File: src/ghstat_pkg.sv
package ghstat_pkg;

  localparam int unsigned NUM_BINS_DEF    = 5;
  localparam int unsigned COUNT_WIDTH_DEF = 32;

  // action codes
  localparam logic [1:0] ACT_ADD   = 2'd0;
  localparam logic [1:0] ACT_STATS = 2'd1;
  localparam logic [1:0] ACT_CLEAR = 2'd2;

  // register indexes
  localparam logic [1:0] CFG_BASE  = 2'd0;
  localparam logic [1:0] CFG_WIDTH = 2'd1;
  localparam logic [1:0] CFG_TOP   = 2'd2;
  localparam logic [1:0] CFG_TOTAL = 2'd3;

  // status codes
  localparam logic [1:0] STAT_OK        = 2'd0;
  localparam logic [1:0] STAT_NO_MEDIAN = 2'd1;
  localparam logic [1:0] STAT_ZERO_DIV  = 2'd2;

  localparam logic [9:0]  BASE_RST  = 10'd450;
  localparam logic [7:0]  WIDTH_RST = 8'd60;
  localparam logic [9:0]  TOP_RST   = 10'd750;
  localparam logic [23:0] TOTAL_RST = 24'd5015752;

  localparam logic [9:0] OUT_MAX = 10'd1023;

  typedef enum logic [4:0] {
    S_IDLE,
    S_MEAN_MUL,
    S_MEAN_CHK,
    S_MEAN_DIV,
    S_MODE_F0,
    S_MODE_F2,
    S_MODE_MUL,
    S_MODE_DIV,
    S_MED_SEL,
    S_MED_MUL,
    S_MED_DIV,
    S_STD_SQ,
    S_STD_MUL,
    S_STD_CHK,
    S_STD_DIV,
    S_SQRT,
    S_DONE
  } seq_state_e;

  function automatic logic [9:0] sat10(input logic [15:0] v);
    return (v > 16'(OUT_MAX)) ? OUT_MAX : v[9:0];
  endfunction

endpackage

File: src/grouped_histogram_statistics.sv
// grouped histogram statistics
// command port: start_i with action_i and score_i is taken when busy_o is low.
// add-sample and clear beats leave busy_o low, so samples can be binned every
// cycle while busy_o is low. bin counts saturate at their maximum.
// a compute beat raises busy_o and runs a sequencer around one shared
// shift-add/subtract accumulator for serial multiplies and restoring divides,
// followed by a bit-at-a-time square root. the serial multiplies over
// midpoint bits (MID_W = midpoint width, 13 bits for the default five bins)
// and squared-deviation bits make up most of the run; it is shorter when the
// mean or deviation saturates, the mode divisor is zero or the median bin
// is not found or empty.
// the result shows on mean_o, mode_o, median_o, std_dev_o and status_o for
// exactly one cycle with valid_o high; there is no back pressure, the
// receiver must take it then. busy_o falls the cycle after.
// registers are written through cfg_we_i/cfg_idx_i/cfg_data_i at any edge;
// they should only change while busy_o is low.
// reset clears all bin counts, returns registers to their defaults and
// leaves the sequencer idle.
module grouped_histogram_statistics
  import ghstat_pkg::*;
#(
  parameter int unsigned NUM_BINS    = NUM_BINS_DEF,
  parameter int unsigned COUNT_WIDTH = COUNT_WIDTH_DEF
) (
  input  logic        clk_i,
  input  logic        rst_ni,
  input  logic        cfg_we_i,
  input  logic [1:0]  cfg_idx_i,
  input  logic [23:0] cfg_data_i,
  input  logic        start_i,
  output logic        busy_o,
  input  logic [1:0]  action_i,
  input  logic [9:0]  score_i,
  output logic        valid_o,
  output logic [9:0]  mean_o,
  output logic [9:0]  mode_o,
  output logic [9:0]  median_o,
  output logic [9:0]  std_dev_o,
  output logic [1:0]  status_o
);

  localparam int CW     = COUNT_WIDTH;
  localparam int BIDX_W = $clog2(NUM_BINS);
  localparam int LO_W   = ((10 > BIDX_W + 8) ? 10 : BIDX_W + 8) + 1;
  localparam int MID_W  = LO_W + 1;
  localparam int MB_W   = 2 * MID_W;
  localparam int JW     = $clog2(MB_W);
  localparam int OPA_W  = (CW > 23) ? CW : 23;
  localparam int DEV_W  = 45;
  localparam int SUM_W  = CW + MID_W + BIDX_W;
  localparam int ACC_A  = (SUM_W > OPA_W + 9) ? SUM_W : OPA_W + 9;
  localparam int ACC_W  = (ACC_A > DEV_W) ? ACC_A : DEV_W;
  localparam int WIDE   = ((ACC_W > OPA_W + MB_W) ? ACC_W : OPA_W + MB_W) + 1;
  localparam int DVS_W  = (CW + 2 > 24) ? CW + 2 : 24;
  localparam int CUM_W  = (CW + BIDX_W > 24) ? CW + BIDX_W : 24;
  localparam logic [BIDX_W-1:0] LAST = BIDX_W'(NUM_BINS - 1);

  seq_state_e st_q, st_d;

  logic [9:0]  base_q;
  logic [7:0]  width_q;
  logic [9:0]  top_q;
  logic [23:0] total_q;

  logic [CW-1:0] cnt_q [NUM_BINS];
  logic [CW-1:0] cnt_d [NUM_BINS];

  logic [BIDX_W-1:0] idx_q, idx_d, m_q, m_d, med_q, med_d;
  logic [JW-1:0]     j_q, j_d;
  logic [4:0]        k_q, k_d;
  logic [ACC_W-1:0]  acc_q, acc_d;
  logic [OPA_W-1:0]  opa_q, opa_d;
  logic [MB_W-1:0]   mb_q, mb_d;
  logic [DVS_W-1:0]  dvs_q, dvs_d;
  logic [19:0]       q_q, q_d;
  logic [9:0]        r_q, r_d;
  logic [CW-1:0]     best_q, best_d, medcnt_q, medcnt_d, f0_q, f0_d;
  logic [CUM_W-1:0]  cum_q, cum_d, below_q, below_d;
  logic              found_q, found_d, zdiv_q, zdiv_d;
  logic [9:0]        mean_q, mean_d, mode_q, mode_d, median_q, median_d, sd_q, sd_d;

  function automatic logic [LO_W-1:0] lo_of(input logic [BIDX_W-1:0] b,
                                            input logic [9:0] base,
                                            input logic [7:0] w);
    return LO_W'(base) + LO_W'(b) * LO_W'(w);
  endfunction

  // binning lanes
  logic [NUM_BINS-1:0] hit;
  for (genvar g = 0; g < NUM_BINS; g++) begin : g_lane
    logic [LO_W-1:0] lo;
    logic [LO_W:0]   hi;
    assign lo = LO_W'(base_q) + LO_W'(g) * LO_W'(width_q);
    assign hi = (LO_W + 1)'(lo) + (LO_W + 1)'(width_q);
    if (g == NUM_BINS - 1) begin : g_last
      assign hit[g] = (LO_W'(score_i) >= lo) && (score_i <= top_q);
    end else begin : g_mid
      assign hit[g] = (width_q != 8'd0) && (LO_W'(score_i) >= lo) &&
                      ((LO_W + 1)'(score_i) < hi);
    end
  end

  // shared datapath terms
  logic [CW-1:0]    cnt_rd;
  logic [LO_W-1:0]  lo_idx, lo_m, lo_med;
  logic [MID_W-1:0] mid_c, mid_sh, dabs;
  logic [MB_W-1:0]  mb_sh, dd_c;
  logic             mbit;
  logic [OPA_W-1:0] opa_src;
  logic [WIDE-1:0]  addend, sum_w, dshift, dsub;
  logic             dev_ovf, dge;
  logic [19:0]      qbit, tt;
  logic [9:0]       t;
  logic [22:0]      half;
  logic [CUM_W-1:0] cum_n;
  logic [CW-1:0]    diff, f2_c;
  logic [CW:0]      div_c;
  logic             idx_last, k_zero, j_end_mean, j_end_8, j_end_std;
  logic             mean_sat, std_sat, div_zero, med_go;

  assign cnt_rd  = cnt_q[idx_q];
  assign lo_idx  = lo_of(idx_q, base_q, width_q);
  assign lo_m    = lo_of(m_q, base_q, width_q);
  assign lo_med  = lo_of(med_q, base_q, width_q);
  assign mid_c   = MID_W'(lo_idx) + MID_W'(width_q >> 1);
  assign mid_sh  = mid_c >> j_q;
  assign mb_sh   = mb_q >> j_q;
  assign mbit    = (st_q == S_MEAN_MUL) ? mid_sh[0] : mb_sh[0];
  assign opa_src = (st_q == S_MEAN_MUL) ? OPA_W'(cnt_rd) : opa_q;
  assign addend  = mbit ? (WIDE'(opa_src) << j_q) : '0;
  assign sum_w   = WIDE'(acc_q) + addend;
  assign dev_ovf = |sum_w[WIDE-1:DEV_W];
  assign dshift  = WIDE'(dvs_q) << k_q;
  assign dge     = WIDE'(acc_q) >= dshift;
  assign dsub    = WIDE'(acc_q) - dshift;
  assign qbit    = 20'(1) << k_q;
  assign t       = r_q | (10'(1) << k_q);
  assign tt      = {10'b0, t} * {10'b0, t};
  assign dabs    = (mid_c >= MID_W'(mean_q)) ? mid_c - MID_W'(mean_q)
                                             : MID_W'(mean_q) - mid_c;
  assign dd_c    = MB_W'(dabs) * MB_W'(dabs);
  assign half    = total_q[23:1];
  assign cum_n   = cum_q + CUM_W'(cnt_rd);
  assign diff    = best_q - f0_q;
  assign f2_c    = (m_q == LAST) ? '0 : cnt_rd;
  assign div_c   = (CW + 1)'(diff) + (CW + 1)'(best_q - f2_c);

  assign idx_last   = idx_q == LAST;
  assign k_zero     = k_q == 5'd0;
  assign j_end_mean = j_q == JW'(MID_W - 1);
  assign j_end_8    = j_q == JW'(7);
  assign j_end_std  = j_q == JW'(MB_W - 1);
  assign mean_sat   = (total_q == 24'd0) || (WIDE'(acc_q) >= (WIDE'(total_q) << 10));
  assign std_sat    = (total_q < 24'd2) ||
                      (WIDE'(acc_q) >= (WIDE'(total_q - 24'd1) << 20));
  assign div_zero   = div_c == '0;
  assign med_go     = found_q && (medcnt_q != '0);

  // next state
  always_comb begin
    st_d = st_q;
    case (st_q)
      S_IDLE:     if (start_i && action_i == ACT_STATS) st_d = S_MEAN_MUL;
      S_MEAN_MUL: if (j_end_mean && idx_last) st_d = S_MEAN_CHK;
      S_MEAN_CHK: st_d = mean_sat ? S_MODE_F0 : S_MEAN_DIV;
      S_MEAN_DIV: if (k_zero) st_d = S_MODE_F0;
      S_MODE_F0:  st_d = S_MODE_F2;
      S_MODE_F2:  st_d = div_zero ? S_MED_SEL : S_MODE_MUL;
      S_MODE_MUL: if (j_end_8) st_d = S_MODE_DIV;
      S_MODE_DIV: if (k_zero) st_d = S_MED_SEL;
      S_MED_SEL:  st_d = med_go ? S_MED_MUL : S_STD_SQ;
      S_MED_MUL:  if (j_end_8) st_d = S_MED_DIV;
      S_MED_DIV:  if (k_zero) st_d = S_STD_SQ;
      S_STD_SQ:   st_d = S_STD_MUL;
      S_STD_MUL:  if (j_end_std) st_d = idx_last ? S_STD_CHK : S_STD_SQ;
      S_STD_CHK:  st_d = std_sat ? S_DONE : S_STD_DIV;
      S_STD_DIV:  if (k_zero) st_d = S_SQRT;
      S_SQRT:     if (k_zero) st_d = S_DONE;
      S_DONE:     st_d = S_IDLE;
      default:    st_d = S_IDLE;
    endcase
  end

  // datapath
  always_comb begin
    cnt_d    = cnt_q;
    idx_d    = idx_q;
    m_d      = m_q;
    med_d    = med_q;
    j_d      = j_q;
    k_d      = k_q;
    acc_d    = acc_q;
    opa_d    = opa_q;
    mb_d     = mb_q;
    dvs_d    = dvs_q;
    q_d      = q_q;
    r_d      = r_q;
    best_d   = best_q;
    medcnt_d = medcnt_q;
    f0_d     = f0_q;
    cum_d    = cum_q;
    below_d  = below_q;
    found_d  = found_q;
    zdiv_d   = zdiv_q;
    mean_d   = mean_q;
    mode_d   = mode_q;
    median_d = median_q;
    sd_d     = sd_q;

    // restoring divide step, used by the divide states
    if (st_q == S_MEAN_DIV || st_q == S_MODE_DIV || st_q == S_MED_DIV ||
        st_q == S_STD_DIV) begin
      if (dge) begin
        acc_d = dsub[ACC_W-1:0];
        q_d   = q_q | qbit;
      end
      if (!k_zero) k_d = k_q - 5'd1;
    end

    case (st_q)
      S_IDLE: begin
        if (start_i) begin
          case (action_i)
            ACT_ADD: begin
              for (int i = 0; i < NUM_BINS; i++) begin
                if (hit[i] && cnt_q[i] != '1) cnt_d[i] = cnt_q[i] + CW'(1);
              end
            end
            ACT_CLEAR: begin
              for (int i = 0; i < NUM_BINS; i++) cnt_d[i] = '0;
            end
            ACT_STATS: begin
              acc_d   = '0;
              idx_d   = '0;
              j_d     = '0;
              cum_d   = '0;
              found_d = 1'b0;
            end
            default: ;
          endcase
        end
      end
      S_MEAN_MUL: begin
        acc_d = sum_w[ACC_W-1:0];
        if (j_q == '0) begin
          // first largest count, first bin reaching half
          if (idx_q == '0 || cnt_rd > best_q) begin
            best_d = cnt_rd;
            m_d    = idx_q;
          end
          if (!found_q) begin
            cum_d = cum_n;
            if (cum_n >= CUM_W'(half)) begin
              found_d  = 1'b1;
              med_d    = idx_q;
              below_d  = cum_q;
              medcnt_d = cnt_rd;
            end
          end
        end
        if (j_end_mean) begin
          j_d = '0;
          if (!idx_last) idx_d = idx_q + BIDX_W'(1);
        end else begin
          j_d = j_q + JW'(1);
        end
      end
      S_MEAN_CHK: begin
        idx_d = m_q - BIDX_W'(1);
        if (mean_sat) begin
          mean_d = OUT_MAX;
        end else begin
          dvs_d = DVS_W'(total_q);
          k_d   = 5'd9;
          q_d   = '0;
        end
      end
      S_MEAN_DIV: begin
        if (k_zero) begin
          mean_d = q_d[9:0];
          idx_d  = m_q - BIDX_W'(1);
        end
      end
      S_MODE_F0: begin
        f0_d  = (m_q == '0) ? '0 : cnt_rd;
        idx_d = m_q + BIDX_W'(1);
      end
      S_MODE_F2: begin
        if (div_zero) begin
          mode_d = sat10(16'(lo_m));
          zdiv_d = 1'b1;
        end else begin
          zdiv_d = 1'b0;
          acc_d  = '0;
          j_d    = '0;
          opa_d  = OPA_W'(diff);
          mb_d   = MB_W'(width_q);
          dvs_d  = DVS_W'(div_c);
        end
      end
      S_MODE_MUL, S_MED_MUL: begin
        acc_d = sum_w[ACC_W-1:0];
        j_d   = j_q + JW'(1);
        if (j_end_8) begin
          k_d = 5'd7;
          q_d = '0;
        end
      end
      S_MODE_DIV: begin
        if (k_zero) mode_d = sat10(16'(lo_m) + 16'(q_d[7:0]));
      end
      S_MED_SEL: begin
        if (med_go) begin
          acc_d = '0;
          j_d   = '0;
          opa_d = OPA_W'(half - below_q[22:0]);
          mb_d  = MB_W'(width_q);
          dvs_d = DVS_W'(medcnt_q);
        end else begin
          median_d = found_q ? sat10(16'(lo_med)) : 10'd0;
          acc_d    = '0;
          idx_d    = '0;
        end
      end
      S_MED_DIV: begin
        if (k_zero) begin
          median_d = sat10(16'(lo_med) + 16'(q_d[7:0]));
          acc_d    = '0;
          idx_d    = '0;
        end
      end
      S_STD_SQ: begin
        mb_d  = dd_c;
        opa_d = OPA_W'(cnt_rd);
        j_d   = '0;
      end
      S_STD_MUL: begin
        // deviation sum sticks at its cap, which already forces full scale
        acc_d = dev_ovf ? ACC_W'({DEV_W{1'b1}}) : sum_w[ACC_W-1:0];
        if (j_end_std) begin
          if (!idx_last) idx_d = idx_q + BIDX_W'(1);
        end else begin
          j_d = j_q + JW'(1);
        end
      end
      S_STD_CHK: begin
        if (std_sat) begin
          sd_d = OUT_MAX;
        end else begin
          dvs_d = DVS_W'(total_q - 24'd1);
          k_d   = 5'd19;
          q_d   = '0;
        end
      end
      S_STD_DIV: begin
        if (k_zero) begin
          r_d = '0;
          k_d = 5'd9;
        end
      end
      S_SQRT: begin
        if (tt <= q_q) r_d = t;
        if (k_zero) begin
          sd_d = (tt <= q_q) ? t : r_q;
        end else begin
          k_d = k_q - 5'd1;
        end
      end
      default: ;
    endcase
  end

  always_ff @(posedge clk_i or negedge rst_ni) begin
    if (!rst_ni) begin
      st_q    <= S_IDLE;
      base_q  <= BASE_RST;
      width_q <= WIDTH_RST;
      top_q   <= TOP_RST;
      total_q <= TOTAL_RST;
      for (int i = 0; i < NUM_BINS; i++) cnt_q[i] <= '0;
    end else begin
      st_q  <= st_d;
      cnt_q <= cnt_d;
      if (cfg_we_i) begin
        case (cfg_idx_i)
          CFG_BASE:  base_q  <= cfg_data_i[9:0];
          CFG_WIDTH: width_q <= cfg_data_i[7:0];
          CFG_TOP:   top_q   <= cfg_data_i[9:0];
          CFG_TOTAL: total_q <= cfg_data_i;
          default: ;
        endcase
      end
    end
  end

  always_ff @(posedge clk_i) begin
    idx_q    <= idx_d;
    m_q      <= m_d;
    med_q    <= med_d;
    j_q      <= j_d;
    k_q      <= k_d;
    acc_q    <= acc_d;
    opa_q    <= opa_d;
    mb_q     <= mb_d;
    dvs_q    <= dvs_d;
    q_q      <= q_d;
    r_q      <= r_d;
    best_q   <= best_d;
    medcnt_q <= medcnt_d;
    f0_q     <= f0_d;
    cum_q    <= cum_d;
    below_q  <= below_d;
    found_q  <= found_d;
    zdiv_q   <= zdiv_d;
    mean_q   <= mean_d;
    mode_q   <= mode_d;
    median_q <= median_d;
    sd_q     <= sd_d;
  end

  assign busy_o    = st_q != S_IDLE;
  assign valid_o   = st_q == S_DONE;
  assign mean_o    = mean_q;
  assign mode_o    = mode_q;
  assign median_o  = median_q;
  assign std_dev_o = sd_q;
  assign status_o  = !found_q ? STAT_NO_MEDIAN : (zdiv_q ? STAT_ZERO_DIV : STAT_OK);

  a_stats_starts: assert property (@(posedge clk_i) disable iff (!rst_ni)
    start_i && !busy_o && action_i == ACT_STATS |=> busy_o && !valid_o)
    else $error("compute beat did not start the sequencer");

  a_done_frees: assert property (@(posedge clk_i) disable iff (!rst_ni)
    valid_o |=> !busy_o && !valid_o)
    else $error("result strobe not followed by idle");

  a_no_median: assert property (@(posedge clk_i) disable iff (!rst_ni)
    valid_o && status_o == STAT_NO_MEDIAN |-> median_o == 10'd0)
    else $error("median not zero when half point unreached");

  a_other_beats_idle: assert property (@(posedge clk_i) disable iff (!rst_ni)
    start_i && !busy_o && action_i != ACT_STATS |=> !busy_o)
    else $error("add or clear beat made the block busy");

endmodule
File: config.mk
export PLATFORM = sky130hd
export DESIGN_NAME = grouped_histogram_statistics
export DESIGN_NICKNAME = d
export VERILOG_FILES = /design/src/ghstat_pkg.sv /design/src/grouped_histogram_statistics.sv
export SDC_FILE = /design/constraint.sdc
export NUM_CORES = 2
export LEC_CHECK = 0
export ABC_AREA = 0
export BUFFER_PORTS_ARGS = -buffer_cell sky130_fd_sc_hd__clkbuf_2
export CORE_ASPECT_RATIO = 1.2
export CORE_MARGIN = 2
export CORE_UTILIZATION = 35
export DETAILED_ROUTE_END_ITERATION = 16
export PLACE_DENSITY = 0.47
export REMOVE_ABC_BUFFERS = 1
export SYNTH_ARGS = -nofsm -noshare
export SYNTH_HDL_FRONTEND = slang
export SYNTH_SLANG_ARGS = --single-unit
export TNS_END_PERCENT = 1
File: constraint.sdc
create_clock -name clk_i -period 22.3 [get_ports clk_i]
set_input_delay 4.46 -clock clk_i [delete_from_list [all_inputs] [get_ports clk_i]]
set_output_delay 4.46 -clock clk_i [all_outputs]
set_load 0.03 [all_outputs]
# --- Word-level counts from Yosys, hierarchy flattened ---
# Index checks and enable logic that the tools add are counted.
classes:
  addsub: 35
  n_mul: 6
  n_lt_le_gt_ge: 23
  eq_ne: 60
  shifts: 6
  muxes: 113
  bitwise: 4
  reduce_logical: 72
ops:
  columns: ["op", "n"]
  rows:
  - ["two-way mux 32 bit", 11]
  - ["two-way mux 48 bit", 7]
  - ["one-hot mux 160 bit (2 select lines)", 1]
  - ["one-hot mux 48 bit (6 select lines)", 1]
  - ["adder 32 x 1 -> 32 bit, second input constant", 5]
  - ["inequality test 32 bit, second input constant", 5]
  - ["two-way mux 10 bit", 15]
  - ["two-way mux 35 bit", 4]
  - ["two-way mux 34 bit", 4]
  - ["one-hot mux 34 bit (4 select lines)", 1]
  - ["two-way mux 5 bit", 24]
  - [">= comparator 48 x 59 -> 1 bit", 2]
  - ["two-way mux 20 bit", 5]
  - ["one-hot mux 10 bit (2 select lines)", 5]
  - ["binary-select mux 32 bit (select 3 bit)", 1]
  - ["one-hot mux 32 bit (3 select lines)", 1]
  - ["one-hot mux 5 bit (16 select lines)", 1]
  - ["one-hot mux 26 bit (3 select lines)", 1]
  - ["one-hot mux 35 bit (2 select lines)", 1]
  - ["one-hot mux 20 bit (3 select lines)", 1]
  - ["adder 48 x 59 -> 59 bit", 1]
  - ["two-way mux 59 bit", 1]
  - ["left shift 32 x 5 -> 59 bit", 1]
  - ["left shift 34 x 5 -> 59 bit", 1]
  - ["90 further kinds", 219]
word_totals:
  reg_bits: 602
  in_bits: 42
  elab_cells: 351

# --- Longest topological paths before layout ---
depth:
  depth_word: 11
  mapped_depth: 56

# --- Worst setup path before layout ---
# No wires, ideal clock.
synth_timing:
  path_type: "register to register"
  from: "reg idx_q[0]"
  to: "reg mb_q[24] (data pin)"
  setup_time_ps: 266
  arrival_time_ps: 12568
  required_ps: 22034
  slack_ps: 9466
  path_stages_with_launch: 52
  n_path_buf: 9
  cell_sequence: "edfxtp_1 -> buf_4 -> buf_6 -> buf_6 -> buf_4 -> buf_6 -> clkbuf_1 -> buf_1 -> inv_1 -> nor2_1 -> fa_1 -> fa_1 -> inv_1 -> fa_1 -> inv_1 -> ha_1 -> a21o_1 -> a21oi_1 -> (+16 left out) -> fa_1 -> inv_1 -> fa_1 -> fa_1 -> inv_1 -> fa_1 -> inv_1 -> ha_1 -> a21oi_1 -> o21ai_0 -> a211o_1 -> a2111oi_0 -> o311ai_0 -> a21o_1 -> a21o_1 -> a31oi_1 -> xor2_1 -> nor2_1"
synth_between:
  elab_chain_cells: 7
synth_rtl:
  columns: ["element", "line_no", "text"]
  rows:
  - ["start: declaration", "grouped_histogram_statistics.sv:68", "logic [BIDX_W-1:0] idx_q, idx_d, m_q, m_d, med_q, med_d;"]
  - ["start signal: assignment", "grouped_histogram_statistics.sv:397", "idx_q <= idx_d;"]
  - ["multiplier 3 x 8 -> 11 bit *", "grouped_histogram_statistics.sv:85", "return LO_W'(base) + LO_W'(b) * LO_W'(w);"]
  - ["adder 10 x 11 -> 12 bit *", "grouped_histogram_statistics.sv:85", null]
  - ["adder 12 x 7 -> 13 bit *", "grouped_histogram_statistics.sv:125", "assign mid_c = MID_W'(lo_idx) + MID_W'(width_q >> 1);"]
  - ["subtractor 10 x 13 -> 13 bit (tied with other cells)", "grouped_histogram_statistics.sv:140", ": MID_W'(mean_q) - mid_c;"]
  - ["two-way mux 13 bit *", "grouped_histogram_statistics.sv:139", "assign dabs = (mid_c >= MID_W'(mean_q)) ? mid_c - MID_W'(mean_q)"]
  - ["multiplier 13 x 13 -> 26 bit *", "grouped_histogram_statistics.sv:141", "assign dd_c = MB_W'(dabs) * MB_W'(dabs);"]
  - ["one-hot mux 26 bit (3 select lines) *", "grouped_histogram_statistics.sv:220", "case (st_q)"]
  - ["end signal: assignment", "grouped_histogram_statistics.sv:404", "mb_q <= mb_d;"]
  - ["end: declaration", "grouped_histogram_statistics.sv:73", "logic [MB_W-1:0] mb_q, mb_d;"]
# Mark *: on every way between the ends. The rest lies on a longest branch, timed or not.
# A chain may end at the register's enable or synchronous reset.

# --- Worst setup path after layout ---
layout_timing:
  from: "reg idx_q[1]"
  to: "reg mb_q[24] (data pin)"
# Same word-level chain as after synthesis.

==> reports/results.md <==
| Stage | Parameter | Value |
| --- | --- | --- |
| run status | Run status | complete, no violations |
| route | DRC Markers | 0 |
| sta | Fin crit period | 14.20 ns |
| placement | Routability congestion estimate from global placement | 0.935 |
| sta | Slew at the pin closest to its max-slew limit | 1.13 ns |
| run | Number of violations of the max-capacitance limit | 0 |
| floorplanning | Chip height | 471 um |
| placement | Port-buffer cells | 85 |
| setup path | Crit end category | register |
| sta | Setup TNS | 0 ns |
| cts | Setup repair bufs after CTS | 0 |
| cts | Clock buffer depth | 3 |
| setup path | Maximum fanout along the worst path | 30 |
| cts | Clock slew seen by the registers of the worst setup and hold paths | 0.06 ns |
| sta | Number of pins exceeding their max-slew limit in the final report | 0 |
| synth | Synth Register Bits | 602 |
| grt | Number of antenna violations at the first check in global routing | 5 |
| route | Number of nets with antenna violations after detailed routing | 0 |
| setup path | Dominant cell type by count on the critical path | sky130_fd_sc_hd__inv_1 |
| placement | Setup WS pre-CTS | 8.05 ns |
| cts | Cell chosen for the clock root | sky130_fd_sc_hd__clkbuf_16 |
| floorplanning | Total Die Area | 185,000 um2 |
| grt | Total global routing track utilization | 0.245 |
| cts | Cts bufs inserted | 77 |
| grt | First-pass GRT wire length | 343,000 um |
| grt | Total congestion overflow after global routing | 0 |
| setup path | Arrival @ worst endpoint | 14.61 ns |
| finish | Highest-count cells in the layout ignoring fill and taps | sky130_fd_sc_hd__ha_1, sky130_fd_sc_hd__inv_1, sky130_fd_sc_hd__nor2_1, sky130_fd_sc_hd__nand2_1, sky130_fd_sc_hd__a21oi_1 |
| floorplanning | Starting density of the core | 0.352 |
| floorplanning | Placeable core region | 181,000 um2 |
| cts | Hold_buf cts | 0 |
| floorplanning | Num rows | 171 |
| synth | Average instance area after synthesis | 8.84 um2 |
| setup path | Endpoint required time on the critical path | 22.71 ns |
| sta | Relative max-transition margin | 0.245 |
| floorplanning | Overall die width | 393 um |
| grt | Vias in the first global route | 54,084 |
| sta | Max Clock Skew | 0.0424 ns |
| sta | Final hold viol count | 0 |
| setup path | Slowest cell delay on critical path | 0.68 ns |
| sta | F_max | 70.4 MHz |
| hold path | Min-Delay Path Class | reg2reg |
| route | Violation count after the first detailed-route iteration | 3,424 |
| placement | Final HPWL DP | 183,000 um |
| grt | Pin count of the biggest net entering global routing | 114 |
| route | Aggregate routed wire length | 228,000 um |
| finish | Most common library cell in the layout ignoring fill and taps | sky130_fd_sc_hd__ha_1 |
| cts | Clk_lat worst skew | 0.72 ns |
| route | Detailed-route wire length per cell | 23.6 um |
| cts | Clk sinks | 602 |
| synth | Count of yosys warnings during synthesis | 0 |
| synth | Most frequently used flop master after synthesis | sky130_fd_sc_hd__edfxtp_1 |
| finish | Layout cell share with drive strength beyond 1 | 0.0857 |
| finish | Area growth syn-to-layout | 9.32% |
| synth | EDFF count, synth | 312 |
| route | Via count normalized by instance count | 5.53 |
| synth | Number of different library cells in the post-synthesis netlist | 101 |
| sta | Part of the cycle the worst path needs | 0.637 |
| synth | Proportion of synthesized flip-flops having asynchronous set or reset | 0.360 |
| floorplanning | Top-level port count | 86 |
| setup path | Worst setup path category | reg2reg |
| finish | Multi-input logic area | 43,600 um2 |
| sta | Final setup violation count | 0 |
| finish | Final net count | 8,170 |
| synth | Synthesized area | 63,500 um2 |
| setup path | Slowest cell on the critical path | sky130_fd_sc_hd__a2111oi_0 |
| setup path | Critical Path Start Type | register |
| route | Number of optimization iterations in the first detailed-route pass | 5 |
| synth | Cell count after synthesis | 7,185 |
| sta | Setup repair after global routing missed its margin | false |
| sta | Min Hold Slack | 0.463 ns |
| route | Routed vias | 53,463 |
| synth | Portion of the post-synthesis area used by sequential elements | 0.257 |
| finish | Area taken by flip-flops and latches | 16,300 um2 |
| finish | Total of fill cells in the finished design | 18,487 |
| cts | CTS tree | yes |
| cts | Count of cells resized by post-cts repair | 0 |
| cts | H-tree Lvls | 3 |
| sta | Post-route worst setup slack | 8.10 ns |
## cell usage after synthesis (all sizes together) (73+ instances only)
library cell,instances,share of area
nand2,547,0.032
fa,253,0.080
nand3,153,0.012
nand4,101,0.010
xnor2,296,0.041
nor2b,111,0.011
mux2,97,0.017
o21bai,75,0.0089
nor2,611,0.036
dfxtp,73,0.023
mux2i,187,0.029
a21o,215,0.025
nor3,129,0.010
clkbuf,208,0.012
and2,85,0.0084
o21ai,368,0.029
xor2,150,0.021
ha,695,0.14
a21oi,502,0.040
nand2b,102,0.010
o21a,78,0.0092
dfrtp,194,0.076
inv,695,0.041
edfxtp,312,0.15
## cells by family after synthesis
group	count (synthesis)	share of synthesized area
AOI/OAI and AO/OA	1756	0.182
xor gates and xnor gates	446	0.0616
adders and majority gates	948	0.217
buffers and inverters	971	0.0591
DFF	602	0.257
muxes	324	0.0609
and+or+nand+nor	2138	0.163
## worst max-delay path: cells and delay by family, from the launching register on
family                   cells  cell delay, ns
AND/OR/NAND/NOR              6            1.50
flip-flops                   1            0.33
adder cells (fa/ha/maj)     11            4.68
XOR/XNOR                     3            0.93
AO/OA/AOI/OAI               17            4.67
buffers and inverters       10            1.78
## per-stage QoR
step                      cells   util  instance area (um2)
after floorplan            6915      -                62400
after global placement     9523  0.370                66800
after detailed placement   9523  0.370                66800
after CTS                  9667  0.384                69400
after global routing       9668  0.384                69400
final                      9668  0.384                69400
## state kept, by name, indices dropped and copies added (netlist names), 32 cells and up
name / flops
acc_q: 48
best_q: 32
cnt_q: 160
cum_q: 35
dvs_q: 34
f0_q: 32
medcnt_q: 32
opa_q: 32
## worst paths after layout
kind / from / to / slack (ns) / depth (start not counted)
min in group asynchronous: rst_ni / cnt_q[85] / 3.83 / 1
worst max register to register: idx_q[1] / mb_q[24] / 8.10 / 47
worst max-delay path: idx_q[1] / mb_q[24] / 8.10 / 47
worst min-delay path: q_q[14] / q_q[14] / 0.46 / 2
worst min register to register: q_q[14] / q_q[14] / 0.46 / 2
max in group asynchronous: rst_ni / width_q[0] / 17.11 / 2
## layout make-up
cell class              instances  area share
inverters                     701      0.0379
clock buffers                  90      0.0286
multi-input cells            5612       0.628
diodes                          1   0.0000361
clock inverters                54     0.00914
well taps                    2422      0.0437
flip-flops and latches        602       0.235
repair buffers                186      0.0176
## layer usage
| metal | GRT usage | vias up | part of all wire |
|---|---|---|---|
| met5 | 0 | - | 0 |
| met4 | 0.0956 | 0 | 0.041 |
| met3 | 0.0229 | 291 | 0.036 |
| met2 | 0.412 | 1147 | 0.48 |
| met1 | 0.321 | 26414 | 0.44 |
| li1 | - | 25611 | - |
Power is left out: the tool's default activity adds up to more than one toggle a clock period on the data nets, which glitch-free logic cannot reach.
